File: src/rtl/rgbled_pkg.sv
`default_nettype none
package rgbled_pkg;

  // columns per row, one pixel lane each
  localparam int LANES = 8;
  localparam int NIB_W = 4;
  localparam int PIX_W = 3 * NIB_W;

  typedef enum logic [1:0] {
    OP_BYTE   = 2'd0,
    OP_FRAME  = 2'd1,
    OP_TICK   = 2'd2,
    OP_UNUSED = 2'd3
  } op_t;

  typedef enum logic [2:0] {
    ST_IDLE,
    ST_BYTE,
    ST_PIX1,
    ST_BYTE_OUT,
    ST_ROW_RD,
    ST_ROW_OUT
  } st_t;

  typedef struct packed {
    logic capture;
    logic byte_wr;
    logic pix_wr1;
    logic frame_end;
    logic tick;
    logic row_rd;
    logic row_inc;
    logic load_byte_out;
    logic load_row_out;
  } cmd_t;

  typedef struct packed {
    logic out_free;
    logic group_full;
    logic row_last;
  } stat_t;

endpackage
`default_nettype wire

File: src/rtl/rgbled_ctrl.sv
`default_nettype none
module rgbled_ctrl
  import rgbled_pkg::*;
(
  input  logic       clk,
  input  logic       rst,
  input  logic       in_valid,
  output logic       in_stall,
  input  logic [1:0] operation,
  input  stat_t      status,
  output cmd_t       cmd
);

  st_t  state;
  st_t  state_next;
  logic accept;

  assign accept = in_valid && !in_stall;

  always_ff @(posedge clk) begin
    if (rst) begin
      state <= ST_IDLE;
    end else begin
      state <= state_next;
    end
  end

  always_comb begin
    state_next = state;
    case (state)
      ST_IDLE: begin
        if (accept) begin
          case (operation)
            OP_BYTE: state_next = ST_BYTE;
            OP_TICK: state_next = ST_ROW_RD;
            default: state_next = ST_IDLE;
          endcase
        end
      end
      ST_BYTE:     state_next = status.group_full ? ST_PIX1 : ST_BYTE_OUT;
      ST_PIX1:     state_next = ST_BYTE_OUT;
      ST_BYTE_OUT: if (status.out_free) state_next = ST_IDLE;
      ST_ROW_RD:   state_next = ST_ROW_OUT;
      ST_ROW_OUT: begin
        if (status.out_free) state_next = status.row_last ? ST_IDLE : ST_ROW_RD;
      end
      default:     state_next = ST_IDLE;
    endcase
  end

  always_comb begin
    in_stall = 1'b1;
    cmd      = '0;
    case (state)
      ST_IDLE: begin
        in_stall      = 1'b0;
        cmd.capture   = in_valid && (operation == OP_BYTE);
        cmd.frame_end = in_valid && (operation == OP_FRAME);
        cmd.tick      = in_valid && (operation == OP_TICK);
      end
      ST_BYTE:     cmd.byte_wr = 1'b1;
      ST_PIX1:     cmd.pix_wr1 = 1'b1;
      ST_BYTE_OUT: cmd.load_byte_out = status.out_free;
      ST_ROW_RD:   cmd.row_rd = 1'b1;
      ST_ROW_OUT: begin
        cmd.load_row_out = status.out_free;
        cmd.row_inc      = status.out_free && !status.row_last;
      end
      default: begin
        in_stall = 1'b1;
      end
    endcase
  end

  a_no_overwrite: assert property (@(posedge clk) disable iff (rst)
    (cmd.load_byte_out || cmd.load_row_out) |-> status.out_free)
    else $error("result loaded over a pending beat");

  a_tick_reads: assert property (@(posedge clk) disable iff (rst)
    (accept && operation == OP_TICK) |=> state == ST_ROW_RD)
    else $error("refresh tick did not start a row read");

  a_pix_after_byte: assert property (@(posedge clk) disable iff (rst)
    (state == ST_PIX1) |-> ($past(state) == ST_BYTE && $past(status.group_full)))
    else $error("second pixel write without a full group");

endmodule
`default_nettype wire

File: src/rtl/rgbled_dpath.sv
`default_nettype none
module rgbled_dpath
  import rgbled_pkg::*;
#(
  parameter int PIXEL_COUNT = 64,
  parameter int ROW_COUNT   = 8
) (
  input  logic       clk,
  input  logic       rst,
  input  logic [7:0] spi_byte,
  input  cmd_t       cmd,
  output stat_t      status,
  output logic       out_valid,
  input  logic       out_stall,
  output logic [7:0] pass_byte,
  output logic [7:0] row_select,
  output logic [7:0] red_bits,
  output logic [7:0] green_bits,
  output logic [7:0] blue_bits,
  output logic       last
);

  localparam int LINE_LEN = (PIXEL_COUNT * 3) / 2;
  localparam int PP_W     = $clog2(PIXEL_COUNT);
  localparam int FC_W     = $clog2(PIXEL_COUNT + 1);
  localparam int DP_W     = $clog2(LINE_LEN);
  localparam int HW_W     = $clog2(LINE_LEN + 1);
  localparam int MROWS    = (PIXEL_COUNT + LANES - 1) / LANES;
  localparam int MDEPTH   = 2 * MROWS;
  localparam int MA_W     = (MDEPTH > 1) ? $clog2(MDEPTH) : 1;
  localparam int RC_W     = (ROW_COUNT > 1) ? $clog2(ROW_COUNT) : 1;
  localparam int CMP_W    = ((RC_W + 3 > FC_W) ? RC_W + 3 : FC_W) + 1;

  // receive state
  logic [7:0]      byte_q;
  logic [7:0]      b0;
  logic [7:0]      b1;
  logic [1:0]      bp;
  logic [DP_W-1:0] dp;
  logic [DP_W-1:0] dp_nxt;
  logic [HW_W-1:0] hw;
  logic [PP_W-1:0] pp;
  logic [PP_W-1:0] pp1;
  logic [PP_W:0]   pp_sum;
  logic            disp;
  logic [FC_W-1:0] fill [2];
  logic [NIB_W-1:0] pwm;
  logic [RC_W-1:0] row;

  // delay line
  logic [7:0] dl_mem [LINE_LEN];
  logic [7:0] pass_q;
  logic       pass_ok;

  // pixel lanes
  logic [PIX_W-1:0] lane_mem [LANES][MDEPTH];
  logic [PIX_W-1:0] rd_q [LANES];
  logic             wr_en;
  logic [PP_W-1:0]  wr_idx;
  logic [PP_W-1:0]  wr_row;
  logic [2:0]       wr_lane;
  logic [MA_W-1:0]  wr_addr;
  logic [PIX_W-1:0] wr_data;
  logic             rd_en;
  logic [MA_W-1:0]  rd_addr;

  logic [7:0] sel_row;
  logic [7:0] red_c;
  logic [7:0] grn_c;
  logic [7:0] blu_c;
  logic [CMP_W-1:0] pix;

  assign dp_nxt = (dp == DP_W'(LINE_LEN - 1)) ? '0 : dp + 1'b1;
  assign pp1    = (pp == PP_W'(PIXEL_COUNT - 1)) ? '0 : pp + 1'b1;
  assign pp_sum = {1'b0, pp} + (PP_W + 1)'(2);

  // first pixel goes with the third byte, second one in the cycle after
  assign wr_en   = (cmd.byte_wr && (bp == 2'd2)) || cmd.pix_wr1;
  assign wr_idx  = cmd.pix_wr1 ? pp1 : pp;
  assign wr_row  = wr_idx >> 3;
  assign wr_lane = 3'(wr_idx);
  assign wr_addr = (disp ? MA_W'(0) : MA_W'(MROWS)) + MA_W'(wr_row);
  assign wr_data = cmd.pix_wr1 ? {b1[3:0], byte_q}
                               : {b0, b1[7:4]};

  assign rd_en   = cmd.row_rd && (CMP_W'(row) < CMP_W'(MROWS));
  assign rd_addr = (disp ? MA_W'(MROWS) : MA_W'(0)) + MA_W'(row);

  always_ff @(posedge clk) begin
    if (cmd.capture) byte_q <= spi_byte;
    if (cmd.byte_wr && bp == 2'd0) b0 <= byte_q;
    if (cmd.byte_wr && bp == 2'd1) b1 <= byte_q;
  end

  always_ff @(posedge clk) begin
    if (rst) begin
      bp      <= '0;
      dp      <= '0;
      hw      <= '0;
      pp      <= '0;
      disp    <= 1'b0;
      fill[0] <= '0;
      fill[1] <= '0;
      pwm     <= '0;
      row     <= '0;
    end else begin
      if (cmd.frame_end) begin
        disp <= ~disp;
        pp   <= '0;
        dp   <= '0;
        bp   <= '0;
      end
      if (cmd.byte_wr) begin
        dp <= dp_nxt;
        bp <= (bp == 2'd2) ? 2'd0 : bp + 2'd1;
        if (HW_W'(dp) + 1'b1 > hw) hw <= HW_W'(dp) + 1'b1;
      end
      if (wr_en && (FC_W'(wr_idx) + 1'b1 > fill[~disp])) begin
        fill[~disp] <= FC_W'(wr_idx) + 1'b1;
      end
      if (cmd.pix_wr1) begin
        pp <= (pp_sum >= (PP_W + 1)'(PIXEL_COUNT)) ? '0 : pp_sum[PP_W-1:0];
      end
      if (cmd.tick) begin
        pwm <= pwm + 1'b1;
        row <= '0;
      end else if (cmd.row_inc) begin
        row <= row + 1'b1;
      end
    end
  end

  // delay line: write the new byte, read the slot after it
  always_ff @(posedge clk) begin
    if (cmd.byte_wr) begin
      dl_mem[dp] <= byte_q;
      pass_q     <= dl_mem[dp_nxt];
      pass_ok    <= HW_W'(dp_nxt) < hw;
    end
  end

  for (genvar l = 0; l < LANES; l++) begin : g_lane
    always_ff @(posedge clk) begin
      if (wr_en && wr_lane == 3'(l)) lane_mem[l][wr_addr] <= wr_data;
      if (rd_en) rd_q[l] <= lane_mem[l][rd_addr];
    end
  end

  always_comb begin
    red_c = '0;
    grn_c = '0;
    blu_c = '0;
    pix   = '0;
    for (int c = 0; c < LANES; c++) begin
      pix = (CMP_W'(row) << 3) | CMP_W'(c);
      if (pix < CMP_W'(fill[disp])) begin
        red_c[c] = rd_q[c][3*NIB_W-1:2*NIB_W] > pwm;
        grn_c[c] = rd_q[c][2*NIB_W-1:NIB_W] > pwm;
        blu_c[c] = rd_q[c][NIB_W-1:0] > pwm;
      end
    end
  end

  always_comb begin
    for (int k = 0; k < 8; k++) begin
      sel_row[k] = (32'(row) == k);
    end
  end

  always_ff @(posedge clk) begin
    if (cmd.load_byte_out) begin
      pass_byte  <= pass_ok ? pass_q : 8'd0;
      row_select <= '0;
      red_bits   <= '0;
      green_bits <= '0;
      blue_bits  <= '0;
      last       <= 1'b1;
    end else if (cmd.load_row_out) begin
      pass_byte  <= '0;
      row_select <= sel_row;
      red_bits   <= red_c;
      green_bits <= grn_c;
      blue_bits  <= blu_c;
      last       <= status.row_last;
    end
  end

  always_ff @(posedge clk) begin
    if (rst) begin
      out_valid <= 1'b0;
    end else if (cmd.load_byte_out || cmd.load_row_out) begin
      out_valid <= 1'b1;
    end else if (!out_stall) begin
      out_valid <= 1'b0;
    end
  end

  assign status.out_free   = !out_valid || !out_stall;
  assign status.group_full = (bp == 2'd2);
  assign status.row_last   = (row == RC_W'(ROW_COUNT - 1));

  a_pp_range: assert property (@(posedge clk) disable iff (rst)
    (PP_W + 1)'(pp) < (PP_W + 1)'(PIXEL_COUNT))
    else $error("pixel pointer out of range");

  a_hw_range: assert property (@(posedge clk) disable iff (rst)
    (HW_W + 1)'(hw) <= (HW_W + 1)'(LINE_LEN))
    else $error("delay line fill mark beyond its length");

  a_sel_onehot: assert property (@(posedge clk) disable iff (rst)
    out_valid |-> $onehot0(row_select))
    else $error("row select not one-hot");

endmodule
`default_nettype wire

File: src/rtl/rgb_led_matrix_pwm_controller_core.sv
`default_nettype none
// serial byte: the sequencer steps through a byte write and then a result load, with
//   a second pixel write between them on every third byte, which writes its two
//   pixels one after the other; input is taken again only once it is back in idle
// frame end and unused code: handled in idle, no result; refresh tick: for each of
//   the ROW_COUNT rows, one row read of all eight pixel lanes then one result beat
// a stalled result holds the sequencer in its result load state
// rst is synchronous: clears pointers, bank select, pwm phase and fill marks; memories are
//   not swept, fill marks make never-written entries read as zero
module rgb_led_matrix_pwm_controller_core
  import rgbled_pkg::*;
#(
  parameter int PIXEL_COUNT = 64,
  parameter int ROW_COUNT   = 8
) (
  input  logic       clk,
  input  logic       rst,
  // input channel
  input  logic       in_valid,
  output logic       in_stall,
  input  logic [1:0] operation,
  input  logic [7:0] spi_byte,
  // result channel
  output logic       out_valid,
  input  logic       out_stall,
  output logic [7:0] pass_byte,
  output logic [7:0] row_select,
  output logic [7:0] red_bits,
  output logic [7:0] green_bits,
  output logic [7:0] blue_bits,
  output logic       last
);

  // command and status between sequencer and datapath
  cmd_t  cmd;
  stat_t status;

  // sequencer: one item at a time, stalls input while a byte or tick is in work
  rgbled_ctrl u_ctrl (
    .clk       (clk),
    .rst       (rst),
    .in_valid  (in_valid),
    .in_stall  (in_stall),
    .operation (operation),
    .status    (status),
    .cmd       (cmd)
  );

  // datapath: delay line, two pixel banks as eight column lanes, pwm compare,
  // result register
  rgbled_dpath #(
    .PIXEL_COUNT (PIXEL_COUNT),
    .ROW_COUNT   (ROW_COUNT)
  ) u_dpath (
    .clk        (clk),
    .rst        (rst),
    .spi_byte   (spi_byte),
    .cmd        (cmd),
    .status     (status),
    .out_valid  (out_valid),
    .out_stall  (out_stall),
    .pass_byte  (pass_byte),
    .row_select (row_select),
    .red_bits   (red_bits),
    .green_bits (green_bits),
    .blue_bits  (blue_bits),
    .last       (last)
  );

endmodule
`default_nettype wire

File: config.mk
export PLATFORM = sky130hd
export DESIGN_NAME = rgb_led_matrix_pwm_controller_core
export DESIGN_NICKNAME = d
export VERILOG_FILES = /design/src/rtl/rgbled_pkg.sv /design/src/rtl/rgbled_ctrl.sv /design/src/rtl/rgbled_dpath.sv /design/src/rtl/rgb_led_matrix_pwm_controller_core.sv
export SDC_FILE = /design/constraint.sdc
export NUM_CORES = 2
export LEC_CHECK = 0
export ABC_CLOCK_PERIOD_IN_PS = 4400
export BUFFER_PORTS_ARGS = -buffer_cell sky130_fd_sc_hd__buf_2
export CAP_MARGIN = 10
export CORE_ASPECT_RATIO = 0.75
export CORE_MARGIN = 5
export CORE_UTILIZATION = 39
export DETAILED_ROUTE_END_ITERATION = 8
export SETUP_SLACK_MARGIN = 0.02
export SLEW_MARGIN = 20
export SYNTH_ARGS = -nofsm -noshare
export SYNTH_HDL_FRONTEND = slang
export SYNTH_HIERARCHICAL = 1
export SYNTH_SLANG_ARGS = --single-unit
File: constraint.sdc
create_clock -name clk -period 4.4 [get_ports clk]
set_input_delay 0.88 -clock clk [delete_from_list [all_inputs] [get_ports clk]]
set_output_delay 0.88 -clock clk [all_outputs]
set_load 0.05 [all_outputs]
==> metrics.txt <==
number of hold violations in the final report=0; violation count after the first detailed-route iteration=6,300; DRT Pass-1 Iters=5; kind of capture point of the worst setup path=register; Seq/Total Area, Yosys=75.7%; count of input and output buffers=56; nets in the synthesized netlist=about 5.3k; Total Nets Final=roughly 5.6k; Clock Tree Buf Depth=4; cell taking the most area after synthesis=sky130_fd_sc_hd__edfxtp_1; initial antenna violation count=16; Post CTS Setup Buffer Count=0; critical path's largest stage delay=0.74 ns; post-route setup TNS=0 ns; H-Tree Level Count=4; final worst clock skew=0.0685 ns; post-synth design cell area=a little under 100,000 um^2; share of the synthesized area in the top cell type=roughly 74%; wire length of the first global-routing pass=~370 mm; non-filler instance count after layout=9,053; gr ovfl total=0; detail-routed via count per cell=approximately 5.7; startpoint types=register; Area Overhead vs Synth=14.0%; total cell area at the placement stage=106,000 um^2; Horiz. Die Dim=between 500 and 600 um; cell with the largest stage delay on the worst path=sky130_fd_sc_hd__a21oi_1; GRT Util Overall=a little under a fifth; arrival time of data at the critical path endpoint=roughly 4.7 ns; footprint of the multi-input gates=22,900 um^2; RD Place Congestion=0.907; number of register bits inferred by synthesis=about 2.5k; via count=a little over 50k; total die area=roughly 260,000 um^2; Pins Over Slew Limit=0; via count of the first global-routing pass=about 50k; number of synthesized flops with an enable pin=between 2k and 2.5k; clk sink count=2,522; pin count of the biggest net entering global routing=~160; post-place setup slack=0.422 ns; most frequent cell after synthesis=sky130_fd_sc_hd__edfxtp_1; fraction of final layout cells sized beyond drive strength 1=23.3%; area of the placeable core=253,000 um^2; finished layout cell area=about 110,000 um^2; WS Path Type=register to register; top cells by area, synth=sky130_fd_sc_hd__edfxtp_1 (74%), sky130_fd_sc_hd__mux4_2 (12%), sky130_fd_sc_hd__ha_1 (1.7%), sky130_fd_sc_hd__dfxtp_1 (1.4%), sky130_fd_sc_hd__nor2_1 (1.3%); half-perimeter wire length after placement=156 mm; Final setup viols=0; Cell variety after synth=between 80 and 90; setup slack after layout=roughly 0.33 ns; share of the clock period used by the worst path after layout=between 90 and 100%; Synthesis Warnings=6; critical path required time=about 5.1 ns; post-synthesis async set-or-reset flop share=0%; final antenna-violating net count=0; critical path, cell by cell=buf_12 > nand3_1 > xor2_1 > inv_2 > buf_4 > mux2i_1 > a221o_1 > nand2_1 > a21oi_1 > a31oi_1 > and4_1; number of buffers added to fix hold violations after cts=0; total wirelength of the detailed-routed design=about 260 mm; fill cell total of the finished layout=21.4k; Peak VDD IR=about 0.37 mV; relative slew slack=roughly 31%; cells after synthesis=just over 5k; setup repair after global routing missed its margin=false; class of the tightest hold or removal check=input port to register; area used by sequential logic in the layout=75,100 um^2; post-CTS sizing=0; worst skew pair latency=between 0.8 and 0.9 ns; Vert. Die Dim=around 450 um; number of max-capacitance violations reported=0; outcome=finished clean; clock tree root buffer cell=sky130_fd_sc_hd__clkbuf_16; main flop type after synthesis=sky130_fd_sc_hd__edfxtp_1; Worst-path clk slew=about 0.06 ns; Post-route DRC=0; Least-Margin Pin Slew=about 1.0 ns; effective utilization at floorplan=39.2%; power density relative to cell area=around 470 nW/um^2; final routed wire length divided by cell count=between 20 and 30 um; syn_area_per_cell=roughly 20 um^2; number of I/O pins=57; internal reg-to-reg setup slack=around 0.33 ns; number of clock buffers inserted by TritonCTS=242; reported leakage power=around 36 nW; clock period minus worst slack=4.07 ns; TritonCTS clock tree=built; # placed instances=8,602; placement row count=between 150 and 200; highest attainable clock frequency=246 MHz; Synth top cells by count=sky130_fd_sc_hd__edfxtp_1 (2,455), sky130_fd_sc_hd__mux4_2 (530), sky130_fd_sc_hd__nor2_1 (338); top fanout value on the critical path=162
## final timing paths
path	from	to	cells after the start
max	u_dpath/dp[0]	u_dpath/pass_q[6]	11
min reg2reg	u_dpath/red_bits[5]	u_dpath/red_bits[5]	2
min	spi_byte[5]	u_dpath/byte_q[5]	1
max reg2reg	u_dpath/dp[0]	u_dpath/pass_q[6]	11
## state kept, by name (all words and copies together), names as in the netlist, 2 cells and up, named ones only
| signal | count |
|---|---|
| u_dpath/lane_mem | 1536 |
| u_dpath/dl_mem | 768 |
| u_dpath/rd_q | 96 |
| u_dpath/fill | 14 |
| u_dpath/b0 | 8 |
| u_dpath/b1 | 8 |
| u_dpath/blue_bits | 8 |
| u_dpath/byte_q | 8 |
| u_dpath/green_bits | 8 |
| u_dpath/pass_byte | 8 |
| u_dpath/pass_q | 8 |
| u_dpath/red_bits | 8 |
| u_dpath/row_select | 8 |
| u_dpath/dp | 7 |
| u_dpath/hw | 7 |
| u_dpath/pp | 5 |
| u_dpath/pwm | 4 |
| u_ctrl/state | 3 |
| u_dpath/row | 3 |
| u_dpath/bp | 2 |
## logic make-up (layout without fill, tap and decap cells)
logic type      after synthesis  in the layout  share of synthesized area [%]
mux                         676            676                           13.5
simple gates                936            936                           4.22
compound gates              489            489                           3.35
fa+ha+maj                   132            132                           1.66
xor+xnor                     14             14                          0.131
other cells                   0              8                              0
flops                      2522           2522                           75.7
buf+inv                     337            874                           1.42
## per-layer routing
layer / global-route usage (%) / vias to the layer above / wire length, um
li1: - / 21463 / -
met1: 29.4 / 27139 / 115000
met2: 27.0 / 2280 / 110000
met3: 4.41 / 378 / 23900
met4: 5.58 / 0 / 7400
met5: 0 / - / 0
## cells in the final DEF (no fill, tap or decap), drive strengths merged, types with 108 or more instances in the layout
| cell type | instances |
|---|---|
| mux4 | 530 |
| o21ai | 131 |
| mux2i | 116 |
| buf | 369 |
| nor2 | 338 |
| clkinv | 108 |
| edfxtp | 2455 |
| ha | 132 |
| nand2 | 306 |
| clkbuf | 300 |
## worst max-delay path: cells and delay by family (launching register included)
family / cells / cell delay, ns
mux: 1 / 0.29
flops: 1 / 0.36
simple gates: 3 / 0.53
compound gates: 3 / 1.17
xor+xnor: 1 / 0.22
buf+inv: 3 / 1.16
## per-stage QoR
stage	util [%]	hold slack, ns	power, W
after floorplan	-	0.460	0.0310
after global placement	41.7	0.441	0.0330
after detailed placement	41.7	0.442	0.0331
after CTS	44.7	0.0771	0.0532
after global routing	44.7	0.105	0.0546
final	44.7	0.163	0.0528
## power by group
part	switching, W	internal (W)
clock	0.00881	0.0114
sequential	0.000295	0.0274
combinational	0.00345	0.00144
## area by class of cell
cell class                 count  area share (%)
sequential                  2522            66.4
multi-input combinational   2247            20.2
clock buffer                 300            5.63
tap                         3402            3.76
timing repair buffer         369            2.70
clock inverter               143            1.10
inverter                      62           0.208
antenna                        8          0.0177
No activity file was read; power rests on OpenSTA's default activity.
